[src/hdl/assert_macros.svh]
// Assertion helpers shared by the RTL.
`ifndef ASSERT_MACROS_SVH
`define ASSERT_MACROS_SVH

// Same-cycle implication, held off during reset.
`define ASSERT_IMPLIES(label, clk, rst, ante, cons, msg) \
  label: assert property (@(posedge clk) disable iff (rst) (ante) |-> (cons)) \
    else $error(msg);

// Next-cycle implication, held off during reset.
`define ASSERT_NEXT(label, clk, rst, ante, cons, msg) \
  label: assert property (@(posedge clk) disable iff (rst) (ante) |=> (cons)) \
    else $error(msg);

`endif

[src/hdl/irpdc_pkg.sv]
package irpdc_pkg;

  // Default dictionary depth.
  localparam int DICT_DEPTH_DEF = 16;

  // Configuration port.
  localparam int CFG_W     = 7;
  localparam int CFG_IDX_W = 1;

  typedef enum logic [CFG_IDX_W-1:0] {
    REG_DIRECTION = 1'b0,
    REG_FUDGE     = 1'b1
  } cfg_reg_t;

  // Percentage arithmetic.
  localparam logic [6:0] PCT_SCALE = 7'd100;
  localparam logic [6:0] FUDGE_MAX = 7'd100;
  localparam int         BOUND_W   = 24;

  typedef struct packed {
    logic [15:0] on_value;
    logic [15:0] off_value;
  } pair_t;

  typedef struct packed {
    logic        start_of_code;
    logic        is_reference;
    logic [4:0]  code_index;
    logic [15:0] on_value;
    logic [15:0] off_value;
  } item_t;

  typedef struct packed {
    logic        out_is_reference;
    logic [4:0]  out_index;
    logic [15:0] out_on;
    logic [15:0] out_off;
    logic        separator_before;
    logic        bad_reference;
  } result_t;

  // Bound loading control from the sequencer to the match unit.
  typedef struct packed {
    logic load;
    logic sel_off;
  } bound_ctl_t;

  // Multiply a 16-bit duration by 100 with shifts and adds.
  function automatic logic [BOUND_W-1:0] times_100(input logic [15:0] v);
    logic [BOUND_W-1:0] x;
    x = {8'd0, v};
    return (x << 6) + (x << 5) + (x << 2);
  endfunction

endpackage

[src/hdl/irpdc_dict.sv]
module irpdc_dict #(
  parameter int  DEPTH = irpdc_pkg::DICT_DEPTH_DEF,
  localparam int IDX_W = (DEPTH > 1) ? $clog2(DEPTH) : 1
) (
  input  logic                 clk,
  input  logic                 wr_en,
  input  logic [IDX_W-1:0]     wr_addr,
  input  irpdc_pkg::pair_t     wr_data,
  input  logic                 rd_en,
  input  logic [IDX_W-1:0]     rd_addr,
  output irpdc_pkg::pair_t     rd_data
);
  import irpdc_pkg::*;

  pair_t mem [DEPTH];

  // Write port
  always_ff @(posedge clk) begin
    if (wr_en) begin
      mem[wr_addr] <= wr_data;
    end
  end

  // Registered read port
  always_ff @(posedge clk) begin
    if (rd_en) begin
      rd_data <= mem[rd_addr];
    end
  end

endmodule

[src/hdl/irpdc_match.sv]
module irpdc_match (
  input  logic                  clk,
  input  irpdc_pkg::bound_ctl_t ctl,
  input  irpdc_pkg::pair_t      probe,
  input  logic [6:0]            fudge,
  input  irpdc_pkg::pair_t      entry,
  output logic                  hit
);
  import irpdc_pkg::*;

  logic [6:0]         f_sat;
  logic [6:0]         lo_pct;
  logic [15:0]        v;
  logic [22:0]        prod;
  logic [BOUND_W-1:0] v200;
  logic [BOUND_W-1:0] lo_bound;
  logic [BOUND_W-1:0] hi_bound;
  logic [BOUND_W-1:0] lo_on;
  logic [BOUND_W-1:0] hi_on;
  logic [BOUND_W-1:0] lo_off;
  logic [BOUND_W-1:0] hi_off;
  logic [BOUND_W-1:0] s_on;
  logic [BOUND_W-1:0] s_off;
  logic               hit_on;
  logic               hit_off;

  // Clamp tolerance to one hundred percent
  assign f_sat  = (fudge > FUDGE_MAX) ? FUDGE_MAX : fudge;
  assign lo_pct = PCT_SCALE - f_sat;

  // Scaled bounds v*(100-f) and v*(100+f) = 200v - v*(100-f), one value per cycle
  assign v        = ctl.sel_off ? probe.off_value : probe.on_value;
  assign prod     = {7'd0, v} * {16'd0, lo_pct};
  assign v200     = ({8'd0, v} << 7) + ({8'd0, v} << 6) + ({8'd0, v} << 3);
  assign lo_bound = {1'b0, prod};
  assign hi_bound = v200 - {1'b0, prod};

  always_ff @(posedge clk) begin
    if (ctl.load) begin
      if (ctl.sel_off) begin
        lo_off <= lo_bound;
        hi_off <= hi_bound;
      end else begin
        lo_on <= lo_bound;
        hi_on <= hi_bound;
      end
    end
  end

  // floor(a/100) <= s <= floor(b/100) is 100s+99 >= a and 100s <= b
  assign s_on    = times_100(entry.on_value);
  assign s_off   = times_100(entry.off_value);
  assign hit_on  = ((s_on + BOUND_W'(99)) >= lo_on) && (s_on <= hi_on);
  assign hit_off = ((s_off + BOUND_W'(99)) >= lo_off) && (s_off <= hi_off);
  assign hit     = hit_on && hit_off;

endmodule

[src/hdl/ir_pair_dictionary_codec_top.sv]
// IR pair dictionary codec.
// Input channel item/item_valid/item_ready carries one timing pair or token;
// output channel result/result_valid/result_ready returns exactly one result
// per item, in order. direction and fudge_percent are set through the plain
// write port cfg_we/cfg_index/cfg_data; the user must write them only while
// the block is idle, which the block itself does not enforce.
// Encode: the pair is searched first-match over the stored entries, one entry
// per cycle out of the dictionary memory, once the S_BOUND_ON and S_BOUND_OFF
// states scale the tolerance bounds. The search uses the memory's single read
// port; a new item is taken once the last result is in the output register.
// Decode: a reference makes one memory read and passes S_DREAD on its way to
// S_FINISH; a literal or a bad reference goes straight to S_FINISH.
// Reset clears the entry count, the separator flag and the configuration;
// the dictionary memory itself is not cleared, as only counted entries are
// ever read. start_of_code empties the dictionary before its item.
// A stalled receiver holds the result in the output register; the block
// still accepts and works on one more item, then waits to hand it over.
`include "assert_macros.svh"

module ir_pair_dictionary_codec_top #(
  parameter int  DICT_DEPTH = irpdc_pkg::DICT_DEPTH_DEF,
  localparam int IDX_W      = (DICT_DEPTH > 1) ? $clog2(DICT_DEPTH) : 1,
  localparam int CNT_W      = $clog2(DICT_DEPTH + 1)
) (
  input  logic                               clk,
  input  logic                               rst,
  input  logic                               cfg_we,
  input  logic [irpdc_pkg::CFG_IDX_W-1:0]    cfg_index,
  input  logic [irpdc_pkg::CFG_W-1:0]        cfg_data,
  input  logic                               item_valid,
  output logic                               item_ready,
  input  irpdc_pkg::item_t                   item,
  output logic                               result_valid,
  input  logic                               result_ready,
  output irpdc_pkg::result_t                 result
);
  import irpdc_pkg::*;

  typedef enum logic [5:0] {
    S_IDLE      = 6'b000001,
    S_BOUND_ON  = 6'b000010,
    S_BOUND_OFF = 6'b000100,
    S_SEARCH    = 6'b001000,
    S_DREAD     = 6'b010000,
    S_FINISH    = 6'b100000
  } state_t;

  state_t             state;
  logic               direction;
  logic [6:0]         fudge_percent;
  item_t              it;
  result_t            res;
  logic               store_pending;
  logic [CNT_W-1:0]   entry_count;
  logic               last_was_literal;
  logic [CNT_W-1:0]   rd_idx;
  logic               cmp_valid;
  logic [IDX_W-1:0]   cmp_idx;

  logic               accept;
  logic               out_free;
  logic [CNT_W-1:0]   cnt_eff;
  logic               idx_ok;
  logic               dec_ref_read;
  logic               search_rd;
  logic               hit;
  logic               last_cmp;
  logic               wr_en;
  logic               rd_en;
  logic [IDX_W-1:0]   rd_addr;
  pair_t              wr_data;
  pair_t              rd_data;
  pair_t              probe;
  bound_ctl_t         bctl;

  assign item_ready = (state == S_IDLE);
  assign accept     = item_valid && item_ready;
  assign out_free   = !result_valid || result_ready;

  // Entry count as seen by this item, after an optional restart
  assign cnt_eff      = item.start_of_code ? '0 : entry_count;
  assign idx_ok       = ({1'b0, item.code_index} < 6'(cnt_eff));
  assign dec_ref_read = accept && direction && item.is_reference && idx_ok;
  assign search_rd    = (state == S_SEARCH) && (rd_idx < entry_count);
  assign last_cmp     = cmp_valid && ((CNT_W'(cmp_idx) + CNT_W'(1)) == entry_count);

  // Memory port selection
  assign rd_en   = dec_ref_read || search_rd;
  assign rd_addr = dec_ref_read ? item.code_index[IDX_W-1:0] : rd_idx[IDX_W-1:0];
  assign wr_en   = (state == S_FINISH) && out_free && store_pending &&
                   (entry_count < CNT_W'(DICT_DEPTH));
  assign wr_data = '{on_value: it.on_value, off_value: it.off_value};

  // Bound scaling control
  assign bctl  = '{load:    (state == S_BOUND_ON) || (state == S_BOUND_OFF),
                   sel_off: (state == S_BOUND_OFF)};
  assign probe = '{on_value: it.on_value, off_value: it.off_value};

  irpdc_dict #(
    .DEPTH (DICT_DEPTH)
  ) u_dict (
    .clk     (clk),
    .wr_en   (wr_en),
    .wr_addr (entry_count[IDX_W-1:0]),
    .wr_data (wr_data),
    .rd_en   (rd_en),
    .rd_addr (rd_addr),
    .rd_data (rd_data)
  );

  irpdc_match u_match (
    .clk   (clk),
    .ctl   (bctl),
    .probe (probe),
    .fudge (fudge_percent),
    .entry (rd_data),
    .hit   (hit)
  );

  // Configuration registers
  always_ff @(posedge clk) begin
    if (rst) begin
      direction     <= 1'b0;
      fudge_percent <= '0;
    end else if (cfg_we) begin
      unique case (cfg_index)
        REG_DIRECTION: direction     <= cfg_data[0];
        REG_FUDGE:     fudge_percent <= cfg_data;
        default:       ;
      endcase
    end
  end

  // Item latch and pending result: payload only
  always_ff @(posedge clk) begin
    if (accept) begin
      it <= item;
      if (!direction) begin
        res <= '0;
      end else if (item.is_reference) begin
        res <= '{out_is_reference: 1'b1, out_index: item.code_index, out_on: 16'd0,
                 out_off: 16'd0, separator_before: 1'b0, bad_reference: !idx_ok};
      end else begin
        res <= '{out_is_reference: 1'b0, out_index: 5'd0, out_on: item.on_value,
                 out_off: item.off_value, separator_before: 1'b0, bad_reference: 1'b0};
      end
    end else if (state == S_DREAD) begin
      res.out_on  <= rd_data.on_value;
      res.out_off <= rd_data.off_value;
    end else if (state == S_SEARCH) begin
      if (cmp_valid && hit) begin
        res <= '{out_is_reference: 1'b1, out_index: 5'(cmp_idx), out_on: 16'd0,
                 out_off: 16'd0, separator_before: 1'b0, bad_reference: 1'b0};
      end else if ((entry_count == '0) || last_cmp) begin
        res <= '{out_is_reference: 1'b0, out_index: 5'd0, out_on: it.on_value,
                 out_off: it.off_value, separator_before: last_was_literal,
                 bad_reference: 1'b0};
      end
    end
  end

  // Sequencer
  always_ff @(posedge clk) begin
    if (rst) begin
      state            <= S_IDLE;
      entry_count      <= '0;
      last_was_literal <= 1'b0;
      store_pending    <= 1'b0;
      rd_idx           <= '0;
      cmp_valid        <= 1'b0;
      cmp_idx          <= '0;
    end else begin
      unique case (state)
        S_IDLE: begin
          if (accept) begin
            if (item.start_of_code) begin
              entry_count      <= '0;
              last_was_literal <= 1'b0;
            end
            if (!direction) begin
              state <= S_BOUND_ON;
            end else if (item.is_reference) begin
              store_pending <= 1'b0;
              state         <= idx_ok ? S_DREAD : S_FINISH;
            end else begin
              store_pending <= 1'b1;
              state         <= S_FINISH;
            end
          end
        end
        S_BOUND_ON: begin
          state <= S_BOUND_OFF;
        end
        S_BOUND_OFF: begin
          rd_idx    <= '0;
          cmp_valid <= 1'b0;
          state     <= S_SEARCH;
        end
        S_SEARCH: begin
          if (cmp_valid && hit) begin
            last_was_literal <= 1'b0;
            store_pending    <= 1'b0;
            state            <= S_FINISH;
          end else if ((entry_count == '0) || last_cmp) begin
            last_was_literal <= 1'b1;
            store_pending    <= 1'b1;
            state            <= S_FINISH;
          end else if (search_rd) begin
            // advance the read one entry ahead of the compare
            rd_idx    <= rd_idx + CNT_W'(1);
            cmp_valid <= 1'b1;
            cmp_idx   <= rd_idx[IDX_W-1:0];
          end
        end
        S_DREAD: begin
          state <= S_FINISH;
        end
        S_FINISH: begin
          if (out_free) begin
            if (wr_en) begin
              entry_count <= entry_count + CNT_W'(1);
            end
            state <= S_IDLE;
          end
        end
        default: state <= S_IDLE;
      endcase
    end
  end

  // Output register: hold the beat until it is taken
  always_ff @(posedge clk) begin
    if (rst) begin
      result_valid <= 1'b0;
    end else begin
      if (result_valid && result_ready) begin
        result_valid <= 1'b0;
      end
      if ((state == S_FINISH) && out_free) begin
        result_valid <= 1'b1;
      end
    end
  end

  always_ff @(posedge clk) begin
    if ((state == S_FINISH) && out_free) begin
      result <= res;
    end
  end

  // Checks
  `ASSERT_IMPLIES(a_count_range, clk, rst, 1'b1, entry_count <= CNT_W'(DICT_DEPTH), "count overflow")
  `ASSERT_NEXT(a_one_at_a_time, clk, rst, accept, !item_ready, "accepted while busy")
  `ASSERT_IMPLIES(a_cmp_in_range, clk, rst, (state == S_SEARCH) && cmp_valid, CNT_W'(cmp_idx) < entry_count, "compare beyond count")
  `ASSERT_IMPLIES(a_bad_zero, clk, rst, result_valid && result.bad_reference, result.out_on == 16'd0 && result.out_off == 16'd0 && result.out_is_reference, "bad reference carries data")

endmodule
[config.mk]
export PLATFORM = sky130hd
export DESIGN_NAME = ir_pair_dictionary_codec_top
export DESIGN_NICKNAME = d
export VERILOG_FILES = /design/src/hdl/irpdc_pkg.sv /design/src/hdl/irpdc_dict.sv /design/src/hdl/irpdc_match.sv /design/src/hdl/ir_pair_dictionary_codec_top.sv
export VERILOG_INCLUDE_DIRS = /design/src /design/src/hdl
export SDC_FILE = /design/constraint.sdc
export NUM_CORES = 2
export LEC_CHECK = 0
export ABC_AREA = 1
export ABC_CLOCK_PERIOD_IN_PS = 13400
export BUFFER_PORTS_ARGS = -buffer_cell sky130_fd_sc_hd__buf_2
export CORE_UTILIZATION = 60
export DETAILED_ROUTE_END_ITERATION = 8
export PLACE_DENSITY = 0.77
export SYNTH_ARGS = -nofsm -noshare
export SYNTH_HDL_FRONTEND = slang
export SYNTH_SLANG_ARGS = --single-unit
[constraint.sdc]
create_clock -name clk -period 13.4 [get_ports clk]
set_input_delay 0.67 -clock clk [delete_from_list [all_inputs] [get_ports clk]]
set_output_delay 0.67 -clock clk [all_outputs]
set_load 0.01 [all_outputs]
==> flow_summary.ini <==
[critical_path]
crit_required_ns = 13.77
critPathTopFamily = adder cells
cp-startpoint = state[1]$_SDFFE_PP0P_
critPathBufInv = 10
crit_type = register to register
endpoint = u_match.hi_on[23]$_DFFE_PP_
ff2ff_setup_slack_ns = 3.17
setup.worst_path.end_class = register
cp-start-kind = register
cp_data_arrival_time_ns = 10.60
cpPeakStageDelay_ns = 0.82
r2r_cells = 37
cpMostUsedCell = inv_1
slowest_stage = o21ai_0
reg2reg_from = state[1]$_SDFFE_PP0P_
critical_path.max_fanout = 56
crit_cells = 37
r2r-end = u_match.hi_on[23]$_DFFE_PP_

[floorplanning]
dieArea_um2 = 71600
ios = 94
core_area_um2 = 69900
die_w_um = 268
rows = 97
die_h_um = 268
initial_core_util_pct = 60.6

[detailed_routing]
routedWlPerCell_um = 21.3
first_pass_iters = 6
via_count = 30700
first_iter_violations = 3483
ant_nets = 0
routed_wl_um = 111000
via_per_inst = 5.87
drc = 0

[hold_path]
hold_class = primary input to register

[layout]
n_antenna_cell = 0
final_util_pct = 66.4
area_growth_pct = 9.61
nNetsFinal = 4612
finalInstanceArea_um2 = 46400
drive_above_1_share_pct = 7.46
fin_cells = 5228

[sta]
setup_viol = 0
worst_slew_pin_slew_ns = 1.29
finalMaxSlewViolations = 0
setup_tns_ns = 0
hold_viol = 0
relSlewSlack_pct = 14.0
post-route-min-period_ns = 10.23
max_freq_mhz = 97.7
worst_slack_ns = 3.17
fin_crit_sh_pct = 76.4
rsz0062_at_grt = no
skew_ns = 0.0311

[logic_synthesis]
synth_compound_area_share_pct = 11.4
synth_top_family_by_area = simple AND/OR/NAND/NOR gates
synth_fa_ha_area_share_pct = 11.7
post-synth-top-area-cell = edfxtp_1
ys_seq_area_share_pct = 54.6
synthMuxAreaShare_pct = 0
ys.flop_type = edfxtp_1
synth.most_common_cell = edfxtp_1
async_reset_ff_share_pct = 0
yosys-top-cells-count = edfxtp_1 (748), inv_1 (719), nand2_1 (664)
synth_edf_count = 748
netlist_instances = 4146
synthSimpleGateAreaFrac_pct = 12.2
ys_ff_latch = 780
synth_xor_area_share_pct = 2.05
syn_area_um2 = 42300
syn_nets = 4532
yosysWarnings = 0
avgSynthCellArea_um2 = 10.2
synth_cell_types = 53
synth_top_area_share_pct = 53.0
synthTopCellsByArea = edfxtp_1 (53%), ha_1 (6.9%), inv_1 (6.4%)

[power_and_ir_drop]
cellPowerDensity_nw_per_um2 = 276
comb_power_share_pct = 51.3
pwr-share-clk_pct = 17.1
p_int_uw = 7490
leakagePower_uw = 0.0197
swShare_pct = 41.6
power.switching_uw = 5340
ir_drop_v = 0.000630
pwr-share-seq_pct = 31.6

[cts]
htree_levels = 3
clk_pin_slew_ns = 0.06
cts_tree = done
cts-buffers-inserted = 81
holdBufCountCts = 0
post_cts_buffers = 0
cts_root_buffer = clkbuf_16
cts_max_path_buffers = 3
numClockSinks = 780
cts_repair_resize_count = 0
insertion_delay_ns = 0.65

[placement]
dp_cells = 5083
place_congestion = 0.967
pre_cts_ws_ns = 3.25
hpwl_um = 71900
portBuffers = 93
place_area_um2 = 43900

[flow_run]
cap_viol_max_count = 0

[outcome]
outcome = finished, final reports clean

[grt]
grtUsageTotal_pct = 31.1
antenna_found_initial = 2
grt_max_degree = 299
grt_pass1_vias = 28898
globalRouteOverflowTotal = 0
grt_first_pass_wirelength_um = 166000
==> worst min-delay path by stage <==
stage | start | end | slack (ns) | depth (start not counted)
2_1_floorplan | res[0]$_SDFFCE_PN0P_ | result[0]$_DFFE_PP_ | 0.40 | 0
3_3_place_gp | res[9]$_DFFE_PP_ | result[9]$_DFFE_PP_ | 0.40 | 0
3_5_place_dp | res[25]$_DFFE_PP_ | result[25]$_DFFE_PP_ | 0.40 | 0
4_1_cts | item[9] | it[9]$_DFFE_PP_ | 0.24 | 1
5_1_grt | item[9] | it[9]$_DFFE_PP_ | 0.24 | 1
6_report | item[10] | it[10]$_DFFE_PP_ | 0.25 | 1
==> logic make-up after synthesis <==
| logic type | count (synthesis) |
|---|---|
| simple gates | 1208 |
| buf+inv | 876 |
| compound gates | 849 |
| flops | 780 |
| fa+ha+maj | 334 |
| xor+xnor | 99 |
==> metal layers <==
layer / share of wire [%] / wire length (um) / GRT usage, %
met5: 0.031 / 34 / 0
met4: 3.7 / 4120 / 12.1
met3: 11 / 12700 / 6.44
met2: 44 / 48400 / 46.6
met1: 41 / 45900 / 44.7
==> placed cells by master, fill, tap and decap left out, types with 7 or more instances in the layout <==
| cell type | synthesis | layout |
|---|---|---|
| nand2_1 | 664 | 664 |
| nor2_4 | 1 | 18 |
| fa_1 | 102 | 102 |
| clkinv_2 | 0 | 13 |
| a21oi_1 | 301 | 301 |
| clkbuf_16 | 0 | 83 |
| nand2_2 | 7 | 7 |
| nand3b_1 | 8 | 8 |
| o21bai_1 | 9 | 9 |
| nand3_1 | 222 | 222 |
| a31oi_1 | 10 | 10 |
| a211oi_1 | 62 | 62 |
| nor2_1 | 203 | 185 |
| clkbuf_1 | 63 | 11 |
| inv_1 | 719 | 718 |
| clkinv_1 | 5 | 25 |
| o21ai_0 | 291 | 290 |
| xor2_1 | 70 | 70 |
| o221ai_1 | 43 | 43 |
| dfxtp_1 | 32 | 31 |
| buf_2 | 59 | 93 |
| buf_4 | 17 | 47 |
| nor3_1 | 14 | 14 |
| nand4_1 | 53 | 53 |
| or2_2 | 8 | 8 |
| o21ai_1 | 49 | 49 |
| xnor2_1 | 29 | 29 |
| inv_2 | 7 | 8 |
| ha_1 | 232 | 232 |
| o211ai_1 | 63 | 63 |
| edfxtp_1 | 748 | 748 |
==> stage by stage <==
stage,total power (uW),hold slack (ns)
3_3_place_gp,10200,0.403
6_report,12800,0.252
2_1_floorplan,8860,0.400
4_1_cts,12700,0.236
3_5_place_dp,10500,0.405
5_1_grt,13800,0.237
==> sequential cells by signal (all words and copies together) (netlist names), 4 cells and up <==
name and count:
u_dict.mem 512, res 40, result 40, it 32
u_dict.rd_data 32, u_match.hi_off 24, u_match.hi_on 24, u_match.lo_off 22
u_match.lo_on 22, fudge_percent 7, state 6, entry_count 5
rd_idx 5, cmp_idx 4
==> cell type report <==
cell class	count	area, um2
Timing Repair Buffer	142	858
Clock buffer	94	2120
Clock inverter	51	450
Fill cell	5318	23500
Inverter	731	2740
Tap cell	940	1180
Sequential cell	780	23100
Multi-Input combinational cell	2490	16000
==> power groups by stage <==
stage | logic [uW] | clock network [uW] | registers (uW)
final | 6590 | 2190 | 4050
after detailed placement | 6430 | 0 | 4090
after global routing | 7420 | 2290 | 4060
after CTS | 6490 | 2200 | 4040
after global placement | 6100 | 0 | 4090
after floorplan | 4860 | 0 | 4000
(Power assumes the default switching activity.)
